[src/sv/aabb_pair_collision_resolve_core_macros.svh]
// Assertion macros shared by the box-pair collision resolver RTL.
// Used by the top level only; needs a clock and an active-high reset argument.
`ifndef AABB_PAIR_COLLISION_RESOLVE_CORE_MACROS_SVH
`define AABB_PAIR_COLLISION_RESOLVE_CORE_MACROS_SVH

// Same-cycle implication, disabled while reset is high.
`define APCR_ASSERT_SAME(label, clk, rst, ante, cons) \
   label: assert property (@(posedge clk) disable iff (rst) (ante) |-> (cons)) \
      else $error("apcr assertion failed: same-cycle check");

// Next-cycle implication, disabled while reset is high.
`define APCR_ASSERT_NEXT(label, clk, rst, ante, cons) \
   label: assert property (@(posedge clk) disable iff (rst) (ante) |=> (cons)) \
      else $error("apcr assertion failed: next-cycle check");

`endif

[src/sv/apcr_pkg.sv]
// Shared types and constants for the box-pair collision resolver.
// No dependencies; imported by every module of the block.
`timescale 1ns / 1ps

package apcr_pkg;

   localparam int DEFAULT_FRAC_BITS = 16;

   localparam int CENTER_W = 32;   // signed center coordinate
   localparam int WSUM_W   = 31;   // summed widths, unsigned
   localparam int DIFF_W   = 33;   // center difference, signed
   localparam int MAG_W    = 33;   // magnitude of the difference
   localparam int OV_W     = 35;   // doubled overlap, signed
   localparam int PEN_W    = 31;   // penetration depth
   localparam int SHIFT_W  = 32;   // signed push
   localparam int BIAS_W   = 16;   // bias threshold register

   typedef enum logic [1:0] {
      AXIS_X = 2'd0,
      AXIS_Y = 2'd1,
      AXIS_Z = 2'd2
   } axis_type;

   // Per-axis overlap info handed from the overlap units to the resolver.
   typedef struct packed {
      logic signed [OV_W-1:0] ov;     // width_sum - 2|d|
      logic                   d_pos;  // d > 0
      logic                   d_neg;  // d < 0
   } ovl_type;

   typedef struct packed {
      logic signed [CENTER_W-1:0] center_a_x;
      logic signed [CENTER_W-1:0] center_a_y;
      logic signed [CENTER_W-1:0] center_a_z;
      logic signed [CENTER_W-1:0] center_b_x;
      logic signed [CENTER_W-1:0] center_b_y;
      logic signed [CENTER_W-1:0] center_b_z;
      logic [WSUM_W-1:0]          width_sum_x;
      logic [WSUM_W-1:0]          width_sum_y;
      logic [WSUM_W-1:0]          width_sum_z;
      logic                       a_fixed;
      logic                       b_fixed;
   } req_type;

   typedef struct packed {
      logic                      collides;
      axis_type                  normal_axis;
      logic                      normal_negative;
      logic [PEN_W-1:0]          penetration;
      logic signed [SHIFT_W-1:0] shift_a;
      logic signed [SHIFT_W-1:0] shift_b;
      logic                      rest_a;
      logic                      rest_b;
   } rsp_type;

endpackage

[src/sv/apcr_overlap.sv]
// Per-axis doubled overlap of two boxes: width_sum - 2*|center_b - center_a|.
// Depends on apcr_pkg.
`timescale 1ns / 1ps

module apcr_overlap
   import apcr_pkg::*;
(
   input  logic signed [CENTER_W-1:0] center_a,
   input  logic signed [CENTER_W-1:0] center_b,
   input  logic [WSUM_W-1:0]          width_sum,
   output ovl_type                    ovl
);

   logic signed [DIFF_W-1:0] diff;
   logic [MAG_W-1:0]         mag;

   assign diff = DIFF_W'(center_b) - DIFF_W'(center_a);
   assign mag  = diff[DIFF_W-1] ? MAG_W'(-diff) : MAG_W'(diff);

   always_comb begin
      ovl.ov    = $signed({{(OV_W-WSUM_W){1'b0}}, width_sum})
                - $signed({1'b0, mag, 1'b0});
      ovl.d_neg = diff[DIFF_W-1];
      ovl.d_pos = !diff[DIFF_W-1] && (diff != '0);
   end

endmodule

[src/sv/apcr_resolve.sv]
// Axis choice, normal sign and push split for one box pair.
// Depends on apcr_pkg; fed by three apcr_overlap units.
`timescale 1ns / 1ps

module apcr_resolve
   import apcr_pkg::*;
(
   input  ovl_type           ovl [3],
   input  logic              a_fixed,
   input  logic              b_fixed,
   input  logic [BIAS_W-1:0] bias,
   output rsp_type           rsp
);

   localparam int OW = PEN_W;  // non-negative overlaps fit in 31 bits

   logic          hit;
   logic [OW-1:0] o0, o1, o2, b2, m1, mn;
   logic          y_take, z_take;
   axis_type      ax1, ax;
   logic          neg;
   logic [OW:0]   pen_sum, half_sum;
   logic [OW-1:0] pen, half, push_mag;
   logic signed [SHIFT_W-1:0] push;

   always_comb begin
      hit = !ovl[0].ov[OV_W-1] && !ovl[1].ov[OV_W-1] && !ovl[2].ov[OV_W-1];
      o0  = ovl[0].ov[OW-1:0];
      o1  = ovl[1].ov[OW-1:0];
      o2  = ovl[2].ov[OW-1:0];
      b2  = OW'({bias, 1'b0});

      // y wins on less-or-equal, or when both it and x are small
      y_take = (o1 <= o0) || ((o0 <= b2) && (o1 <= b2));
      m1     = y_take ? o1 : o0;
      ax1    = y_take ? AXIS_Y : AXIS_X;

      // z never displaces a small minimum with a smaller-than-bias overlap
      z_take = (o2 <= m1) && !((o2 < b2) && (m1 <= b2));
      mn     = z_take ? o2 : m1;
      ax     = z_take ? AXIS_Z : ax1;

      unique case (ax)
         AXIS_X:  neg = a_fixed ? ovl[0].d_neg : ovl[0].d_pos;
         AXIS_Y:  neg = a_fixed ? ovl[1].d_neg : ovl[1].d_pos;
         AXIS_Z:  neg = a_fixed ? ovl[2].d_neg : ovl[2].d_pos;
         default: neg = 1'b0;
      endcase

      pen_sum  = {1'b0, mn} + (OW+1)'(1);
      half_sum = {1'b0, mn} + (OW+1)'(2);
      pen      = pen_sum[OW:1];
      half     = OW'(half_sum[OW:2]);
      push_mag = (a_fixed || b_fixed) ? pen : half;
      push     = neg ? -$signed(SHIFT_W'(push_mag)) : $signed(SHIFT_W'(push_mag));

      rsp = '0;
      if (hit) begin
         rsp.collides        = 1'b1;
         rsp.normal_axis     = ax;
         rsp.normal_negative = neg;
         rsp.penetration     = pen;
         priority if (a_fixed) begin
            rsp.shift_b = push;
            rsp.rest_b  = 1'b1;
         end else if (b_fixed) begin
            rsp.shift_a = push;
            rsp.rest_a  = 1'b1;
         end else begin
            rsp.shift_a = push;
            rsp.shift_b = -push;
         end
      end
   end

endmodule

[src/sv/aabb_pair_collision_resolve_core.sv]
// Top level of the box-pair collision resolver: handshake, registers, config.
// Depends on apcr_pkg, apcr_overlap, apcr_resolve and the macros header.
`timescale 1ns / 1ps
`include "aabb_pair_collision_resolve_core_macros.svh"

// Box-pair collision resolver. Each transfer on the req_ channel carries one
// pair of axis-aligned boxes (Q16.16 centers, summed widths per axis, fixed
// flags); each pair produces exactly one transfer on the rsp_ channel with the
// collision flag, the least-overlap axis (small-overlap bias applied from the
// csr_ register), the normal sign, the penetration depth and the push of each
// box. Throughput is one pair per clock while rsp_stall is low; each req_
// transfer reaches rsp_valid via the input register and the result register
// around one pass of overlap, axis choice and push arithmetic. The result
// register doubles as a skid stage: while a result is stalled, one more pair
// is taken into the input register. Write csr_ only while the block is idle.
// FRAC_BITS only sets the reset value of the bias threshold (0.03 in fixed
// point, saturated to 16 bits).
module aabb_pair_collision_resolve_core
   import apcr_pkg::*;
#(
   parameter int FRAC_BITS = DEFAULT_FRAC_BITS
)
(
   input  logic                       clock,
   input  logic                       reset,

   input  logic                       csr_write_enable,
   input  logic [BIAS_W-1:0]          csr_write_data,

   input  logic                       req_valid,
   output logic                       req_stall,
   input  logic signed [CENTER_W-1:0] req_center_a_x,
   input  logic signed [CENTER_W-1:0] req_center_a_y,
   input  logic signed [CENTER_W-1:0] req_center_a_z,
   input  logic signed [CENTER_W-1:0] req_center_b_x,
   input  logic signed [CENTER_W-1:0] req_center_b_y,
   input  logic signed [CENTER_W-1:0] req_center_b_z,
   input  logic [WSUM_W-1:0]          req_width_sum_x,
   input  logic [WSUM_W-1:0]          req_width_sum_y,
   input  logic [WSUM_W-1:0]          req_width_sum_z,
   input  logic                       req_a_fixed,
   input  logic                       req_b_fixed,

   output logic                       rsp_valid,
   input  logic                       rsp_stall,
   output logic                       rsp_collides,
   output logic [1:0]                 rsp_normal_axis,
   output logic                       rsp_normal_negative,
   output logic [PEN_W-1:0]           rsp_penetration,
   output logic signed [SHIFT_W-1:0]  rsp_shift_a,
   output logic signed [SHIFT_W-1:0]  rsp_shift_b,
   output logic                       rsp_rest_a,
   output logic                       rsp_rest_b
);

   // 0.03 in fixed point, rounded down, saturated to the register width
   localparam int unsigned BIAS_RAW = (3 << FRAC_BITS) / 100;
   localparam int unsigned BIAS_MAX = (1 << BIAS_W) - 1;
   localparam logic [BIAS_W-1:0] BIAS_RESET =
      (BIAS_RAW > BIAS_MAX) ? BIAS_W'(BIAS_MAX) : BIAS_W'(BIAS_RAW);

   logic [BIAS_W-1:0] bias_ff, bias_in;

   // input register
   req_type req_ff, req_in;
   logic    s1_valid_ff, s1_valid_in;

   // result register
   rsp_type rsp_ff, rsp_in;
   logic    s2_valid_ff, s2_valid_in;

   logic    req_take;
   logic    s2_free;
   logic    s1_move;
   ovl_type ovl [3];
   rsp_type rsp_calc;

   // Handshake: the result register frees up when empty or when its transfer
   // completes; the input register drains into it whenever it is free.
   assign s2_free   = !s2_valid_ff || !rsp_stall;
   assign s1_move   = s1_valid_ff && s2_free;
   assign req_stall = s1_valid_ff && !s2_free;
   assign req_take  = req_valid && !req_stall;

   always_comb begin
      bias_in = csr_write_enable ? csr_write_data : bias_ff;

      req_in = req_ff;
      if (req_take) begin
         req_in.center_a_x  = req_center_a_x;
         req_in.center_a_y  = req_center_a_y;
         req_in.center_a_z  = req_center_a_z;
         req_in.center_b_x  = req_center_b_x;
         req_in.center_b_y  = req_center_b_y;
         req_in.center_b_z  = req_center_b_z;
         req_in.width_sum_x = req_width_sum_x;
         req_in.width_sum_y = req_width_sum_y;
         req_in.width_sum_z = req_width_sum_z;
         req_in.a_fixed     = req_a_fixed;
         req_in.b_fixed     = req_b_fixed;
      end
      // hold the input register when its item cannot advance
      s1_valid_in = req_take || (s1_valid_ff && !s2_free);

      rsp_in      = s1_move ? rsp_calc : rsp_ff;
      s2_valid_in = s1_move || (s2_valid_ff && rsp_stall);
   end

   always_ff @(posedge clock) begin
      if (reset) begin
         bias_ff     <= BIAS_RESET;
         s1_valid_ff <= 1'b0;
         s2_valid_ff <= 1'b0;
      end else begin
         bias_ff     <= bias_in;
         s1_valid_ff <= s1_valid_in;
         s2_valid_ff <= s2_valid_in;
      end
   end

   // payload carries no reset
   always_ff @(posedge clock) begin
      req_ff <= req_in;
      rsp_ff <= rsp_in;
   end

   // One overlap unit per axis, all working on the held pair
   apcr_overlap u_overlap_x (
      .center_a  (req_ff.center_a_x),
      .center_b  (req_ff.center_b_x),
      .width_sum (req_ff.width_sum_x),
      .ovl       (ovl[0])
   );

   apcr_overlap u_overlap_y (
      .center_a  (req_ff.center_a_y),
      .center_b  (req_ff.center_b_y),
      .width_sum (req_ff.width_sum_y),
      .ovl       (ovl[1])
   );

   apcr_overlap u_overlap_z (
      .center_a  (req_ff.center_a_z),
      .center_b  (req_ff.center_b_z),
      .width_sum (req_ff.width_sum_z),
      .ovl       (ovl[2])
   );

   // Pick the axis, sign the normal and split the push
   apcr_resolve u_resolve (
      .ovl     (ovl),
      .a_fixed (req_ff.a_fixed),
      .b_fixed (req_ff.b_fixed),
      .bias    (bias_ff),
      .rsp     (rsp_calc)
   );

   assign rsp_valid           = s2_valid_ff;
   assign rsp_collides        = rsp_ff.collides;
   assign rsp_normal_axis     = rsp_ff.normal_axis;
   assign rsp_normal_negative = rsp_ff.normal_negative;
   assign rsp_penetration     = rsp_ff.penetration;
   assign rsp_shift_a         = rsp_ff.shift_a;
   assign rsp_shift_b         = rsp_ff.shift_b;
   assign rsp_rest_a          = rsp_ff.rest_a;
   assign rsp_rest_b          = rsp_ff.rest_b;

   // A miss clears every other result field
   `APCR_ASSERT_SAME(a_miss_zero, clock, reset, rsp_valid && !rsp_collides, (rsp_penetration == '0) && (rsp_shift_a == '0) && (rsp_shift_b == '0) && !rsp_rest_a && !rsp_rest_b && (rsp_normal_axis == '0))
   // Only one box rests, and with rest_b set box A does not move
   `APCR_ASSERT_SAME(a_rest_split, clock, reset, rsp_valid && rsp_rest_b, !rsp_rest_a && (rsp_shift_a == '0))
   // Two movable boxes are pushed apart by equal amounts
   `APCR_ASSERT_SAME(a_push_sym, clock, reset, rsp_valid && rsp_collides && !rsp_rest_a && !rsp_rest_b, rsp_shift_a == -rsp_shift_b)
   // A held item that cannot advance is not lost from the input register
   `APCR_ASSERT_NEXT(a_s1_hold, clock, reset, s1_valid_ff && !s2_free, s1_valid_ff)

endmodule

[config.mk]
export PLATFORM = sky130hd
export DESIGN_NAME = aabb_pair_collision_resolve_core
export DESIGN_NICKNAME = d
export VERILOG_FILES = /design/src/sv/apcr_pkg.sv /design/src/sv/apcr_overlap.sv /design/src/sv/apcr_resolve.sv /design/src/sv/aabb_pair_collision_resolve_core.sv
export VERILOG_INCLUDE_DIRS = /design/src /design/src/sv
export SDC_FILE = /design/constraint.sdc
export NUM_CORES = 1
export LEC_CHECK = 0
export BUFFER_PORTS_ARGS = -buffer_cell sky130_fd_sc_hd__buf_4
export CAP_MARGIN = 5
export CORE_ASPECT_RATIO = 1.4
export CORE_MARGIN = 4
export CORE_UTILIZATION = 50
export CTS_CLUSTER_DIAMETER = 50
export DETAILED_ROUTE_END_ITERATION = 10
export GPL_ROUTABILITY_DRIVEN = 0
export PLACE_DENSITY_LB_ADDON = 0.25
export SYNTH_ARGS = -nofsm -noshare
export SYNTH_HDL_FRONTEND = slang
export SYNTH_SLANG_ARGS = --single-unit
[constraint.sdc]
create_clock -name clock -period 20.9 [get_ports clock]
set_input_delay 3.135 -clock clock [delete_from_list [all_inputs] [get_ports clock]]
set_output_delay 3.135 -clock clock [all_outputs]
set_load 0.005 [all_outputs]
==> results of run 1 <==
## final cells by class
cell class | count | share of cell area
Tap cell | 952 | 0.0281
Inverter | 258 | 0.0228
Sequential cell | 406 | 0.283
Timing Repair Buffer | 455 | 0.0809
Antenna cell | 1 | 0.0000590
Multi-Input combinational cell | 3342 | 0.546
Clock buffer | 60 | 0.0306
Clock inverter | 30 | 0.00767
## worst max path at each step
stage	from	to	slack (ps)	depth (start not counted)
5_1_grt	req_ff[127]	rsp_shift_b[31]	6	66
3_5_place_dp	req_ff[127]	rsp_shift_b[24]	1740	66
3_3_place_gp	req_ff[129]	rsp_shift_b[24]	2130	64
4_1_cts	req_ff[127]	rsp_shift_b[24]	1680	66
6_report	req_ff[129]	rsp_shift_b[24]	1250	65
2_1_floorplan	rsp_stall	req_ff[0]	3970	2
## worst min-delay path, delay by kind of cell (launching register included)
kind	cells	cell delay, ps
AOI/OAI and AO/OA	1	50
DFF	1	340
and+or+nand+nor	1	70
## sequential cells by signal (all words and copies together) (netlist names)
signal and cells:
req_ff 287, rsp_shift_a 32, rsp_shift_b 32, rsp_penetration 31, bias_ff 16, rsp_normal_axis 2, rsp_collides 1, rsp_normal_negative 1
rsp_rest_a 1, rsp_rest_b 1, rsp_valid 1, s1_valid_ff 1
## per-stage QoR
stage | hold slack [ps] | setup WS, ps
final | 496 | 1250
after global routing | 526 | 6.20
after detailed placement | 484 | 1740
after floorplan | 445 | 3970
after CTS | 498 | 1680
after global placement | 476 | 2130
## cells by family (layout without fill, tap and decap cells)
| logic type | Yosys count | count (layout) |
|---|---|---|
| simple gates | 1404 | 1404 |
| compound gates | 1161 | 1161 |
| flops | 406 | 406 |
| buf+inv | 405 | 803 |
| xor+xnor | 375 | 375 |
| fa+ha+maj | 319 | 319 |
| mux | 83 | 83 |
| other cells | 0 | 1 |
## layout by cell type (no fill, tap or decap), types with 61 or more instances in the layout
cell type  Yosys  routed
buf_4          8     454
edfxtp_1     388     388
nor2_1       350     349
nand2_1      322     322
ha_1         312     312
a21oi_1      301     301
inv_1        254     254
xnor2_1      226     226
o21ai_0      210     209
xor2_1       146     146
nor3_1       140     140
a21o_1       119     119
nand3_1      107     107
nand4_1       75      75
o21a_1        65      65
nor2b_1       64      63
mux2i_1       62      61
## metal layers
metal  vias up  wire length [µm]
li1      16200                 -
met1     15600             42800
met2      1456             54000
met3       389              8750
met4         0              8640
met5         -                 0
==> flow_summary.ini, run 1 <==
[sta]
min_period_over_period = 0.940
fin_setup_tns_ps = 0
finClkSkew_ps = 32.9
relSlewSlack = 0.196
finalHoldViolCount = 0
fmax_ghz = 0.0509
slew_violations = 0
worst_slew_pin_slew_ps = 1200
min_period_ps = 19650
rsz0062_at_grt = false
setup_viol = 0

[logic_synthesis]
synth_area_leaders = edfxtp_1 (32%), ha_1 (11%), xnor2_1 (5.4%)
synth_compound_area_frac = 0.212
synth_top_area_share = 0.317
synthArstFlopShare = 0
yosys-top-cells-count = edfxtp_1 (388), nor2_1 (350), nand2_1 (322)
syn_area_um2 = 36800
synth_cell_type_count = 119
ys_seq_area_frac = 0.327
syn_inst = 4153
synth-main-ff-cell = edfxtp_1
synthXorXnorAreaFrac = 0.0900
ys_ff_latch = 406
yosysTopAreaCell = edfxtp_1
syn_nets = 4779
synth_top_family_by_area = compound AO/OA/AOI/OAI gates
synth-simple-area-share = 0.193
yosys_warnings = 0
synth.most_common_cell = edfxtp_1
synth_fa_ha_area_frac = 0.110
avgSynthCellArea_um2 = 8.85
muxShareOfSynthArea = 0.0242
synth_edf_count = 388

[floorplanning]
io_pins = 411
start_util = 0.505
die_w_um = 237
core-area_um2 = 72800
chipHeight_um = 329
num_rows = 117
die_area_um2 = 78000

[finish]
stdcell_count = 5504
fin_nets = 5138
final_core_util = 0.583
multi_input_area_um2 = 23200
drive_above_1_share = 0.142
final_area_um2 = 42400
seq_area_um2 = 12000
synthToLayoutAreaGrowth_pct = 15.3
fillCellCount = 6457

[global_route]
grtUsageMet1 = 0.322
overflow = 0
grt_pass1_wl_mm = 175
grtUsageMet2 = 0.473
grtUsageTotal = 0.279
top_usage_layer = met2
grt_pass1_vias = 32300
antenna_found_initial = 1
use_met3 = 0.0563
grt_max_degree = 162

[place]
placed_cell_area_um2 = 40800
io_buffers = 410
dpl.cell_count = 5413
hpwl_mm = 91.6

[cts]
insertion_delay_ps = 630
cts-root-buf = clkbuf_16
cts_num_sinks = 406
cts_max_level = 2
clk_pin_slew_worst_paths_ps = 60
cts_setup_buffers = 0
cts_tree = yes
numCtsBuffers = 49
cts_resized = 0
cts_buffer_depth = 3
cts_hold_buf = 0

[critical_path]
path_class = flop to flop
cp-start-kind = flop
rr_endpoint = rsp_shift_b[24]
worst-path-buf-inv = 4
end_kind = flop
cp_max_fo = 36
cp.required_ps = 21340
path_common_cell = o21a_1
rr_startpoint = req_ff[129]
slowest_delay_ps = 1000
r2r_cells = 65
cp.arrival_ps = 20090
r2r_slack_ps = 1250
cp_slowest_cell = o31ai_1
cpLargestDelayFamily = compound AO/OA/AOI/OAI gates

[drt]
drt_iter0_markers = 2605
postRouteAntennaNets = 0
via_per_inst = 6.10
dr.pass1.iters = 6
wl_per_cell_um = 20.7
vias = 33600
routed_wl_mm = 114
drc_errors = 0

[worst_hold_path]
min_from = s1_valid_ff
hold_depth = 2
hold-path-endpoint = rsp_valid
holdCritPathClass = flop to flop

[run]
cap_violations = 0

[outcome]
status = finished clean
Power of run 1 is not shown: default switching activity piles up to over one toggle a cycle in this logic, so the estimate is an artifact.
==> run 2, diff against run 1 <==
--- a/config.mk
+++ b/config.mk
@@ -8,13 +8,15 @@
 export LEC_CHECK = 0
 export BUFFER_PORTS_ARGS = -buffer_cell sky130_fd_sc_hd__buf_4
 export CAP_MARGIN = 5
+export CELL_PAD_IN_SITES_DETAIL_PLACEMENT = 1
+export CELL_PAD_IN_SITES_GLOBAL_PLACEMENT = 1
 export CORE_ASPECT_RATIO = 1.4
 export CORE_MARGIN = 4
-export CORE_UTILIZATION = 50
+export CORE_UTILIZATION = 46
 export CTS_CLUSTER_DIAMETER = 50
 export DETAILED_ROUTE_END_ITERATION = 10
 export GPL_ROUTABILITY_DRIVEN = 0
-export PLACE_DENSITY_LB_ADDON = 0.25
+export PLACE_DENSITY_LB_ADDON = 0.12
 export SYNTH_ARGS = -nofsm -noshare
 export SYNTH_HDL_FRONTEND = slang
 export SYNTH_SLANG_ARGS = --single-unit
==> flow_summary.ini, run 2 (synthesized netlist as in run 1, its figures left out) <==
[outcome]
status = finished clean

[global_route]
grtUsageTotal = 0.294
overflow = 0
grt_pass1_vias = 34900
grt_max_degree = 142
grt_pass1_wl_mm = 197
antenna_found_initial = 6

[cts]
cts-root-buf = clkbuf_16
cts_max_level = 2
cts_num_sinks = 406
cts_resized = 0
clk_pin_slew_worst_paths_ps = 60
insertion_delay_ps = 630
numCtsBuffers = 49
cts_buffer_depth = 3
cts_hold_buf = 0
cts_tree = yes
cts_setup_buffers = 0

[finish]
stdcell_count = 5619
layout.cells.most_common_list = buf_4 (462), edfxtp_1 (388), nor2_1 (349)
final_common_cell = buf_4
largest_reg_flops = 287
fin_nets = 5146
synthToLayoutAreaGrowth_pct = 15.7
drive_above_1_share = 0.144
largest-register = req_ff

[drt]
via_per_inst = 6.04
drc_errors = 0
postRouteAntennaNets = 0
wl_per_cell_um = 22.9
vias = 33900
dr.pass1.iters = 5
routed_wl_mm = 129
drt_iter0_markers = 1846

[floorplanning]
io_pins = 411
num_rows = 122
die_w_um = 247
start_util = 0.464
die_area_um2 = 84600
chipHeight_um = 342
core-area_um2 = 79200

[sta]
fin_setup_tns_ps = 0
fmax_ghz = 0.0518
rsz0062_at_grt = false
setup_viol = 0
worst_slew_pin_slew_ps = 1280
finClkSkew_ps = 19.4
finalHoldViolCount = 0
min_period_over_period = 0.924
relSlewSlack = 0.140
min_period_ps = 19310
slew_violations = 0

[critical_path]
end_kind = flop
cp-start-kind = flop
cp.required_ps = 21360
path_common_cell = o21a_1
cp.arrival_ps = 19780
path_class = flop to flop
cp_max_fo = 56
cp_slowest_cell = nor4b_1
slowest_delay_ps = 850
r2r_cells = 68

[place]
io_buffers = 410
dpl.cell_count = 5523
hpwl_mm = 104

[worst_hold_path]
hold_depth = 2
holdCritPathClass = flop to flop

[run]
cap_violations = 0
-- run 2: critical path, delay by kind of cell, from the launching register on --
kind	cells	cell delay, ps
adder cells (fa/ha/maj)	6	1820
AO/OA/AOI/OAI	29	7560
AND/OR/NAND/NOR	20	5810
XOR/XNOR	3	1360
buffers and inverters	8	1340
flip-flops	1	360
multiplexers	2	810
-- run 2: final timing paths --
check / from / to / slack (ps)
min: bias_ff[14] / bias_ff[14] / 500
min reg2reg: bias_ff[14] / bias_ff[14] / 500
max: req_ff[127] / rsp_shift_b[24] / 1590
max reg2reg: req_ff[127] / rsp_shift_b[24] / 1590
-- run 2: metrics by stage --
stage	hold slack, ps	util	setup WS, ps	instance area, µm²
final	505	0.537	1590	42500
after global routing	538	0.537	451	42500
after CTS	504	0.536	1740	42500
after detailed placement	489	0.517	1840	41000
after global placement	469	0.517	2390	41000
after floorplan	445	-	3970	36800
-- run 2: final cells by class --
cell class / count / area (µm²)
Antenna cell: 7 / 17.5
Clock buffer: 57 / 1280
Clock inverter: 32 / 256
Fill cell: 9270 / 36700
Inverter: 258 / 968
Multi-Input combinational cell: 3342 / 23200
Sequential cell: 406 / 12000
Tap cell: 1054 / 1320
Timing Repair Buffer: 463 / 3490
-- run 2: layer usage --
metal,GRT usage,vias to the layer above,wire length [µm]
li1,-,16200,-
met1,0.343,16500,50500
met2,0.530,970,64900
met3,0.0383,277,6150
met4,0.144,0,7280
met5,0,-,0
Power of run 2 is left out for the same reason.
